--- config.mk ---
export PLATFORM = sky130hd
export DESIGN_NAME = doubly_linked_chain_table_core
export DESIGN_NICKNAME = d
export VERILOG_FILES = /design/src/rtl/core/dlct_pkg.sv /design/src/rtl/core/dlct_link_mem.sv /design/src/rtl/core/doubly_linked_chain_table_core.sv
export SDC_FILE = /design/constraint.sdc
export NUM_CORES = 2
export LEC_CHECK = 0
export BUFFER_PORTS_ARGS = -buffer_cell sky130_fd_sc_hd__buf_4
export CELL_PAD_IN_SITES_DETAIL_PLACEMENT = 1
export CELL_PAD_IN_SITES_GLOBAL_PLACEMENT = 2
export CORE_UTILIZATION = 53
export CTS_CLUSTER_DIAMETER = 120
export DETAILED_ROUTE_END_ITERATION = 16
export PLACE_DENSITY_LB_ADDON = 0.05
export SYNTH_ARGS = -nofsm -noshare
export SYNTH_HDL_FRONTEND = slang
export SYNTH_HIERARCHICAL = 1
export SYNTH_SLANG_ARGS = --single-unit
export TNS_END_PERCENT = 10
--- constraint.sdc ---
create_clock -name i_clk -period 11.5 [get_ports i_clk]
set_clock_uncertainty 0.1 [all_clocks]
set_input_delay 3.45 -clock i_clk [delete_from_list [all_inputs] [get_ports i_clk]]
set_output_delay 3.45 -clock i_clk [all_outputs]
set_load 0.05 [all_outputs]
--- src/rtl/core/dlct_pkg.sv ---
// ----------------------------------------------------------------------------
// dlct_pkg
// shared widths, mode codes and the car id range check of the chain table
// ----------------------------------------------------------------------------
package dlct_pkg;

    localparam int CAR_W        = 7;
    localparam int POS_W        = 6;
    localparam int MODE_W       = 2;
    localparam int NUM_CARS_DEF = 64;

    localparam logic [MODE_W-1:0] MODE_CONNECT    = 2'd0;
    localparam logic [MODE_W-1:0] MODE_DISCONNECT = 2'd1;
    localparam logic [MODE_W-1:0] MODE_QUERY      = 2'd2;

    // true for a car id within 1..num_cars
    function automatic logic car_ok(input logic [CAR_W-1:0] car,
                                    input logic [CAR_W-1:0] num_cars);
        car_ok = (car != '0) && (car <= num_cars);
    endfunction

endpackage

--- src/rtl/core/dlct_link_mem.sv ---
// ----------------------------------------------------------------------------
// dlct_link_mem
// one link table: synchronous memory with one write and one registered read
// port; an entry never written reads back as its own index
// ----------------------------------------------------------------------------
module dlct_link_mem #(
    parameter int NUM_CARS = dlct_pkg::NUM_CARS_DEF,
    parameter int AW       = $clog2(NUM_CARS + 1)
) (
    input  logic                       i_clk,
    input  logic                       i_rst_n,
    input  logic                       i_wr_en,
    input  logic [AW-1:0]              i_wr_addr,
    input  logic [dlct_pkg::CAR_W-1:0] i_wr_data,
    input  logic [AW-1:0]              i_rd_addr,
    output logic [dlct_pkg::CAR_W-1:0] o_rd_data
);

    localparam int DEPTH = NUM_CARS + 1;

    logic [dlct_pkg::CAR_W-1:0] r_mem [DEPTH];
    logic                       r_valid [DEPTH];
    logic [dlct_pkg::CAR_W-1:0] r_rd_data;
    logic [AW-1:0]              r_rd_addr;
    logic                       r_rd_hit;
    logic                       rd_in_range;

    assign rd_in_range = (int'(i_rd_addr) < DEPTH);

    always_ff @(posedge i_clk) begin
        if (i_wr_en) begin
            r_mem[i_wr_addr] <= i_wr_data;
        end
        r_rd_data <= r_mem[i_rd_addr];
        r_rd_addr <= i_rd_addr;
    end

    always_ff @(posedge i_clk) begin
        if (!i_rst_n) begin
            for (int i = 0; i < DEPTH; i++) begin
                r_valid[i] <= 1'b0;
            end
            r_rd_hit <= 1'b0;
        end else begin
            if (i_wr_en) begin
                r_valid[i_wr_addr] <= 1'b1;
            end
            r_rd_hit <= rd_in_range && r_valid[i_rd_addr];
        end
    end

    // unwritten entry links to itself
    assign o_rd_data = r_rd_hit ? r_rd_data : dlct_pkg::CAR_W'(r_rd_addr);

endmodule

--- src/rtl/core/doubly_linked_chain_table_core.sv ---
// ----------------------------------------------------------------------------
// doubly_linked_chain_table_core
// front and rear link tables for cars 1..NUM_CARS with connect, disconnect
// and a query that walks to the head and emits the chain in order
// ----------------------------------------------------------------------------
//  channel   | signals                                  | handshake
//  ----------+------------------------------------------+---------------------
//  request   | i_mode, i_car_a, i_car_b                 | start high, busy low
//  result    | o_car_id, o_position, o_last_flag        | o_result_valid, 1 cyc
//
// connect and disconnect never raise busy.
// a query does one link memory read per step, front walk then rear walk.
// results leave one per cycle during the rear walk, the last with o_last_flag.
// reset (synchronous, active low) marks every link entry unwritten, so each
// car is its own end at once; no clearing pass. the receiver cannot stall.
// ----------------------------------------------------------------------------
module doubly_linked_chain_table_core #(
    parameter int NUM_CARS = dlct_pkg::NUM_CARS_DEF
) (
    input  logic                        i_clk,
    input  logic                        i_rst_n,
    input  logic                        start,
    output logic                        busy,
    input  logic [dlct_pkg::MODE_W-1:0] i_mode,
    input  logic [dlct_pkg::CAR_W-1:0]  i_car_a,
    input  logic [dlct_pkg::CAR_W-1:0]  i_car_b,
    output logic                        o_result_valid,
    output logic [dlct_pkg::CAR_W-1:0]  o_car_id,
    output logic [dlct_pkg::POS_W-1:0]  o_position,
    output logic                        o_last_flag
);

    localparam int AW = $clog2(NUM_CARS + 1);
    localparam int SW = $clog2(NUM_CARS + 1);

    localparam logic [1:0] S_IDLE  = 2'd0;
    localparam logic [1:0] S_FRONT = 2'd1;
    localparam logic [1:0] S_REAR  = 2'd2;

    localparam logic [dlct_pkg::CAR_W-1:0] N_CARS = dlct_pkg::CAR_W'(NUM_CARS);

    logic [1:0]                  r_state, n_state;
    logic [dlct_pkg::CAR_W-1:0]  r_cur, n_cur;
    logic [SW-1:0]               r_steps, n_steps;
    logic [dlct_pkg::POS_W-1:0]  r_pos, n_pos;
    logic                        r_out_valid, n_out_valid;
    logic [dlct_pkg::CAR_W-1:0]  r_car_id, n_car_id;
    logic [dlct_pkg::POS_W-1:0]  r_position, n_position;
    logic                        r_last, n_last;

    logic                        accept;
    logic                        ids_ok;
    logic                        link_wr;
    logic [AW-1:0]               front_wr_addr, rear_wr_addr;
    logic [dlct_pkg::CAR_W-1:0]  front_wr_data, rear_wr_data;
    logic [AW-1:0]               front_rd_addr, rear_rd_addr;
    logic [dlct_pkg::CAR_W-1:0]  front_d, rear_d;
    logic                        front_go, rear_go;

    assign busy   = (r_state != S_IDLE);
    assign accept = start && !busy;
    assign ids_ok = dlct_pkg::car_ok(i_car_a, N_CARS) && dlct_pkg::car_ok(i_car_b, N_CARS);

    // connect and disconnect write both tables in the accept cycle
    assign link_wr = accept && ids_ok &&
                     ((i_mode == dlct_pkg::MODE_CONNECT) ||
                      (i_mode == dlct_pkg::MODE_DISCONNECT));
    assign front_wr_addr = i_car_b[AW-1:0];
    assign rear_wr_addr  = i_car_a[AW-1:0];
    assign front_wr_data = (i_mode == dlct_pkg::MODE_CONNECT) ? i_car_a : i_car_b;
    assign rear_wr_data  = (i_mode == dlct_pkg::MODE_CONNECT) ? i_car_b : i_car_a;

    // next read follows the link just returned, one step a cycle
    assign front_rd_addr = (r_state == S_IDLE) ? i_car_a[AW-1:0] : front_d[AW-1:0];
    assign rear_rd_addr  = (r_state == S_REAR) ? rear_d[AW-1:0] : r_cur[AW-1:0];

    assign front_go = (r_steps != SW'(NUM_CARS)) && (front_d != r_cur) &&
                      dlct_pkg::car_ok(front_d, N_CARS);
    assign rear_go  = (r_pos != dlct_pkg::POS_W'(NUM_CARS - 1)) && (rear_d != r_cur) &&
                      dlct_pkg::car_ok(rear_d, N_CARS);

    dlct_link_mem #(
        .NUM_CARS (NUM_CARS),
        .AW       (AW)
    ) u_front (
        .i_clk     (i_clk),
        .i_rst_n   (i_rst_n),
        .i_wr_en   (link_wr),
        .i_wr_addr (front_wr_addr),
        .i_wr_data (front_wr_data),
        .i_rd_addr (front_rd_addr),
        .o_rd_data (front_d)
    );

    dlct_link_mem #(
        .NUM_CARS (NUM_CARS),
        .AW       (AW)
    ) u_rear (
        .i_clk     (i_clk),
        .i_rst_n   (i_rst_n),
        .i_wr_en   (link_wr),
        .i_wr_addr (rear_wr_addr),
        .i_wr_data (rear_wr_data),
        .i_rd_addr (rear_rd_addr),
        .o_rd_data (rear_d)
    );

    always_comb begin
        n_state     = r_state;
        n_cur       = r_cur;
        n_steps     = r_steps;
        n_pos       = r_pos;
        n_out_valid = 1'b0;
        n_car_id    = r_car_id;
        n_position  = r_position;
        n_last      = r_last;
        case (r_state)
            S_IDLE: begin
                if (accept && (i_mode == dlct_pkg::MODE_QUERY) &&
                    dlct_pkg::car_ok(i_car_a, N_CARS)) begin
                    n_state = S_FRONT;
                    n_cur   = i_car_a;
                    n_steps = '0;
                end
            end
            S_FRONT: begin
                if (front_go) begin
                    n_cur   = front_d;
                    n_steps = r_steps + SW'(1);
                end else begin
                    // r_cur is the head; its rear link is being read now
                    n_state = S_REAR;
                    n_pos   = '0;
                end
            end
            S_REAR: begin
                n_out_valid = 1'b1;
                n_car_id    = r_cur;
                n_position  = r_pos;
                n_last      = !rear_go;
                if (rear_go) begin
                    n_cur = rear_d;
                    n_pos = r_pos + dlct_pkg::POS_W'(1);
                end else begin
                    n_state = S_IDLE;
                end
            end
            default: begin
                n_state = S_IDLE;
            end
        endcase
    end

    always_ff @(posedge i_clk) begin
        if (!i_rst_n) begin
            r_state     <= S_IDLE;
            r_out_valid <= 1'b0;
        end else begin
            r_state     <= n_state;
            r_out_valid <= n_out_valid;
        end
    end

    always_ff @(posedge i_clk) begin
        r_cur      <= n_cur;
        r_steps    <= n_steps;
        r_pos      <= n_pos;
        r_car_id   <= n_car_id;
        r_position <= n_position;
        r_last     <= n_last;
    end

    assign o_result_valid = r_out_valid;
    assign o_car_id       = r_car_id;
    assign o_position     = r_position;
    assign o_last_flag    = r_last;

    // a query always ends with a flagged last result as busy drops
    a_end_flagged: assert property (@(posedge i_clk) disable iff (!i_rst_n)
        $fell(busy) |-> (o_result_valid && o_last_flag))
        else $error("query ended without a last result");

    // results only come out of the rear walk
    a_from_rear: assert property (@(posedge i_clk) disable iff (!i_rst_n)
        o_result_valid |-> ($past(r_state) == S_REAR))
        else $error("result outside the rear walk");

    // a result that is not last leaves the walk running
    a_not_last_busy: assert property (@(posedge i_clk) disable iff (!i_rst_n)
        (o_result_valid && !o_last_flag) |-> busy)
        else $error("walk stopped before the last result");

    // positions count up within a run
    a_pos_step: assert property (@(posedge i_clk) disable iff (!i_rst_n)
        (o_result_valid && $past(o_result_valid) && !$past(o_last_flag)) |->
        (o_position == dlct_pkg::POS_W'($past(o_position) + 1'b1)))
        else $error("position did not advance by one");

    // link tables are only written while idle
    a_wr_idle: assert property (@(posedge i_clk) disable iff (!i_rst_n)
        link_wr |-> !busy)
        else $error("link write during a walk");

endmodule

==> After elaboration in Yosys (flattened, before gate mapping) <==
Memories as Yosys holds them, arrays and structs flattened. A register that Yosys moved wholly into a read port is not among the register bits.
Cells that the tools add are included.
{ "totals": {"register_bits": 53, "mem_bits_rw": 1040, "input_bits": 19, "output_inout_bits": 16, "n_memories": 4} }
{ "memory_table": {"columns": ["memory", "words", "width", "rd", "rd_clocked_by_memory_dff", "write_ports", "line_no", "text"], "rows": [
  ["u_front.r_mem", 65, 7, 1, 1, 1, "dlct_link_mem.sv:21", "logic [dlct_pkg::CAR_W-1:0] r_mem [DEPTH];"],
  ["u_rear.r_mem", 65, 7, 1, 1, 1, "dlct_link_mem.sv:21", null],
  ["u_front.r_valid", 65, 1, 1, 0, 65, "dlct_link_mem.sv:22", "logic r_valid [DEPTH];"],
  ["u_rear.r_valid", 65, 1, 1, 0, 65, "dlct_link_mem.sv:22", null]
]} }
{ "classes": {"n_addsub": 2, "n_lt_le_gt_ge": 6, "n_eq_ne": 13, "mux": 32, "n_reduce_logical": 35} }
{ "op_table": {"columns": ["cell", "n"], "rows": [
  ["7-bit two-way mux", 13],
  ["7-bit <= comparator (second input constant)", 4],
  ["7-bit nonzero test", 4],
  ["7-bit case mux with 3 select lines", 1],
  ["1-bit logical AND", 16],
  ["7-bit less-than comparator (second input constant)", 2],
  ["7-bit inequality test", 2],
  ["7-bit case mux with 2 select lines", 1],
  ["6-bit two-way mux", 2],
  ["6-bit case mux with 2 select lines", 1],
  ["1-bit two-way mux", 10],
  ["3-bit AND reduction", 3],
  ["2-bit inequality test (second input constant)", 4],
  ["7-bit by 1-bit adder with 7-bit output (second input constant)", 1],
  ["7-bit inequality test (second input constant)", 1],
  ["6-bit by 1-bit adder with 6-bit output (second input constant)", 1],
  ["2-bit two-way mux", 3],
  ["6-bit inequality test (second input constant)", 1],
  ["2-bit case mux with 3 select lines", 1],
  ["2-bit nonzero test", 3],
  ["2-bit by 1-bit == test with 1-bit output (second input constant)", 2],
  ["2-bit == test (second input constant)", 2],
  ["2-bit zero test", 2],
  ["4-bit AND reduction", 1],
  ["other kinds (5)", 7]
]} }

==> Longest topological paths before layout <==
{ "logic_depth": {"depth_word": 10, "ltp_mapped": 14, "ltp_nobuf": 8} }

==> Modules after synthesis <==
The synthesis kept the hierarchy.
{ "modules_own_cells": {"columns": ["mod", "instances", "cells_each", "area_per_inst_um2", "seq_area_each_um2"], "rows": [
  ["dlct_link_mem (u_front)", 1, 1142, 21079.0, 15404.8],
  ["dlct_link_mem (u_rear)", 1, 1051, 21017.7, 15404.8],
  ["doubly_linked_chain_table_core", 1, 196, 2293.4, 1081.0]
]} }

==> Worst setup path before layout <==
OpenSTA, ideal clock, no wires.
{ "synth_timing": {"path_type": "input to register", "startpoint": "input i_car_b[3] (netlist name)", "endpoint": "memory u_front/r_mem[57][0] (netlist name) (enable)", "setup_time_ns": 0.383, "t_arrival_ns": 5.746, "required_ns": 11.017, "path_slack_ns": 5.272, "cell_stages": 7, "path_cell_list": "or4_1 nor3_1 xor2_1 nor4b_1 nand4_1 or2_2 nor3_1"} }
{ "synth_via": {"elab_chain_len": 7} }
{ "synth_rtl": {"columns": ["element", "line_no", "text"], "rows": [
  ["from (decl)", "doubly_linked_chain_table_core.sv:26", "input logic [dlct_pkg::CAR_W-1:0] i_car_b,"],
  ["7-bit <= comparator / 7-bit nonzero test (equally long branches)", "dlct_pkg.sv:19", "car_ok = (car != '0) && (car <= num_cars);"],
  ["1-bit logical AND *", "dlct_pkg.sv:19", null],
  ["1-bit logical AND *", "doubly_linked_chain_table_core.sv:62", "assign ids_ok = dlct_pkg::car_ok(i_car_a, N_CARS) && dlct_pkg::car_ok(i_car_b, N_CARS);"],
  ["1-bit logical AND * (2 in a row)", "doubly_linked_chain_table_core.sv:65", "assign link_wr = accept && ids_ok &&"],
  ["via link_wr", "doubly_linked_chain_table_core.sv:53", "logic link_wr;"],
  ["1-bit two-way mux *", "dlct_link_mem.sv:31", "if (i_wr_en) begin"],
  ["1-bit two-way mux (implied by the code) *", "dlct_link_mem.sv:32", "r_mem[i_wr_addr] <= i_wr_data;"],
  ["to (decl)", "dlct_link_mem.sv:21", null]
]} }
The timed path passes the listed nets; every way through them passes the cells marked *.

==> Final worst setup path <==
{ "layout_timing": {"startpoint": "input i_car_b[2] (netlist name)", "endpoint": "memory u_rear/r_mem[55][4] (netlist name) (enable)"} }
{ "layout_via": {"elab_chain_len": 7} }
{ "layout_rtl": {"columns": ["element", "line_no"], "rows": [
  ["7-bit <= comparator / 7-bit nonzero test (equally long branches)", "dlct_pkg.sv:19"],
  ["1-bit logical AND *", "dlct_pkg.sv:19"],
  ["1-bit logical AND *", "doubly_linked_chain_table_core.sv:62"],
  ["1-bit logical AND * (2 in a row)", "doubly_linked_chain_table_core.sv:65"],
  ["via link_wr", "doubly_linked_chain_table_core.sv:53"],
  ["1-bit two-way mux *", "dlct_link_mem.sv:31"],
  ["1-bit two-way mux (implied by the code) *", "dlct_link_mem.sv:32"],
  ["to (decl)", "dlct_link_mem.sv:21"]
]} }
Marks and branches as above.

==> flow_metrics.py <==
metrics = {
    "outcome": {
        "status": "completed",
    },
    "clock_tree": {
        "cts_resized": 0,
        "htree_levels": 3,
        "clock-sinks": 1121,
        "clk_pin_slew_ns": 0.06,
        "cts_setup_buffers": 0,
        "ctsHoldBuffers": 0,
        "cts_tree": "yes",
        "clkLatencyLatePin_ns": 0.68,
        "cts_buffer_depth": 3,
        "cts_buffers": 114,
        "root_buffer": "clkbuf_16",
    },
    "synthesis": {
        "ys_top_cells_by_area": "edfxtp_1, mux4_2, dfxtp_1",
        "ys_ff_latch": 1121,
        "yosysUniqueCellTypes": 72,
        "synth_top_area_share_pct": 63.9,
        "seq_area_frac_synth_pct": 71.8,
        "synth_top_area_cell": "edfxtp_1",
        "synth-edff-count": 944,
        "syn_area_um2": 44400,
        "synth-async-reset-ratio_pct": 0,
        "synthCells": 2389,
        "ys_warn_count": 6,
        "synth_ff_type": "edfxtp_1",
        "syn_nets": 2416,
        "synth_area_per_cell_um2": 18.6,
    },
    "power": {
        "vdd_drop_max_v": 0.000186,
        "p_int_uw": 8450,
        "switching_share_pct": 31.6,
        "power_density_nw_per_um2": 250,
        "p_comb_share_pct": 31.3,
        "p_switching_uw": 3900,
        "p_clk_share_pct": 30.9,
        "fin_total_pwr_uw": 12300,
        "p_leak_uw": 0.0161,
        "seqPwrFrac_pct": 37.8,
    },
    "sta": {
        "finalHoldViolCount": 0,
        "rsz0062_at_grt": "false",
        "fin_ws_ns": 4.60,
        "tightestPinTransition_ns": 1.35,
        "relSlewSlack_pct": 9.99,
        "fin_crit_ns": 6.90,
        "fmax_mhz": 145,
        "setup_viol": 0,
        "finalCritPeriodShare_pct": 60.0,
        "tns_ns": 0,
        "drv_slew": 0,
    },
    "place": {
        "place_congestion": 0.863,
        "pre_cts_ws_ns": 4.05,
        "place_area_um2": 45600,
        "hpwl_um": 69200,
        "io_buffers": 34,
    },
    "final_layout": {
        "layout_common_cells": "edfxtp_1, mux4_2, dfxtp_1",
        "utilization_pct": 60.0,
        "final_area_um2": 49500,
        "final_nets": 2466,
        "drive_gt1_share_pct": 21.4,
        "synthToLayoutAreaGrowth_pct": 11.4,
        "final_common_cell": "edfxtp_1",
        "nFillCells": 7043,
    },
    "floorplanning": {
        "die_x_um": 291,
        "die_h_um": 291,
        "die_area_um2": 84900,
        "rows": 105,
        "floorplan.initialDensity_pct": 53.8,
        "core_area_um2": 82500,
        "io_pins": 35,
    },
    "grt": {
        "antenna_found_initial": 2,
        "grt_max_degree": 105,
        "grt_pass1_vias": 23900,
        "grt_usage_pct": 26.8,
        "grt-ovfl-total": 0,
        "grt_pass1_wl_um": 165000,
    },
    "worst_setup_path": {
        "end_kind": "flip-flop",
        "regToRegSetupSlack_ns": 6.87,
        "startpoint_type": "primary input",
        "required_ns": 11.70,
        "cp_max_fo": 17,
        "crit_arrival_ns": 7.09,
        "criticalPathCategory": "primary input to flip-flop",
    },
    "routing": {
        "route.detailed.drc": 0,
        "post_drt_wl_per_cell_um": 31.0,
        "firstDrtPassIters": 5,
        "drt_iter0_drc": 1798,
        "routed_wl_um": 112000,
        "vias": 22700,
        "ant_nets": 0,
        "vias_per_cell": 6.29,
    },
    "job": {
        "max_cap_viol_count": 0,
    },
    "worst_hold_path": {
        "holdCritPathClass": "flip-flop to flip-flop",
    },
}
## stage by stage
step | instances | hold slack, ns
floorplan | 2389 | 0.300
global placement | 3393 | 0.308
detailed placement | 3393 | 0.318
CTS | 3611 | 0.332
global route | 3611 | 0.347
finish | 3612 | 0.334
## state kept, by name, summed over array words and instances (netlist names)
register / count
u_rear/r_rd_hit: 1
r_state: 2
u_front/r_rd_addr: 7
o_position: 6
u_rear/r_mem: 455
u_rear/r_rd_addr: 7
u_front/r_rd_data: 7
r_steps: 7
u_rear/r_rd_data: 7
u_front/r_mem: 455
o_car_id: 7
u_rear/r_valid: 72
o_result_valid: 1
u_front/r_rd_hit: 1
u_front/r_valid: 72
r_pos: 6
r_cur: 7
o_last_flag: 1
## cell families after synthesis
kind of cell / after synthesis / share of synthesized area (%)
compound gates: 293 / 4.88
xor+xnor: 23 / 0.454
fa+ha+maj: 8 / 0.226
buf+inv: 151 / 1.83
flops: 1121 / 71.8
mux: 374 / 16.2
simple gates: 419 / 4.55
## final timing paths
| check | startpoint | to | depth (start not counted) |
|---|---|---|---|
| worst max-delay path | i_car_b[2] | u_rear/r_mem[55][4]$_DFFE_PP_ | 8 |
| worst min-delay path | u_front/r_valid[86]$_DFF_P_ | u_front/r_valid[86]$_DFF_P_ | 1 |
| worst max register to register | r_state[1]$_SDFFE_PN0P_ | u_front/r_rd_data[1]$_DFF_P_ | 9 |
| worst min register to register | u_front/r_valid[86]$_DFF_P_ | u_front/r_valid[86]$_DFF_P_ | 1 |
## synthesized netlist by cell type, types with 13 or more instances
library cell and number:
edfxtp_1 944, nand3_1 33, nor2b_1 35, mux2_2 55, buf_2 26, dfxtp_1 177
a22oi_1 39, a21o_1 14, mux4_1 31, nand2_1 69, mux4_2 230, clkbuf_1 66
inv_1 16, o21a_1 132, nor2_1 171, nor3_1 17, mux2i_1 58, a21oi_1 29
xnor2_1 13, and2_1 14, buf_4 19, a211oi_1 24
## layer usage
layer,wire length [um],share of wire [%],GRT usage [%]
met1,45800,41,35.2
met2,58300,52,46.6
met3,4750,4.2,3.50
met4,3240,2.9,8.15
met5,23,0.021,0
## power by group through the flow
stage	sequential (uW)	combinational, uW	clock, uW
2_1_floorplan	4750	2790	0
3_3_place_gp	4750	3860	0
3_5_place_dp	4750	3910	0
4_1_cts	4670	3930	3880
5_1_grt	4680	4090	4010
6_report	4670	3860	3820
## layout make-up
type | instances | area [um^2] | share of cell area (%)
antenna | 1 | 2.50 | 0.00506
clock buffer | 163 | 3240 | 6.55
clock inverter | 55 | 661 | 1.34
inverter | 16 | 60.1 | 0.121
multi-input combinational | 1117 | 11700 | 23.8
sequential | 1121 | 31900 | 64.5
tap | 1070 | 1340 | 2.71
timing repair buffer | 69 | 522 | 1.05
## critical path, cell delays in order
cell and delay, ns:
buf_4 0.17, or4_1 0.51, nor3_1 0.24, xor2_1 0.14, nor4b_2 0.61, buf_4 0.29, nand4_1 0.76, nor2_1 0.90
No activity file was read; power rests on OpenSTA's default activity.
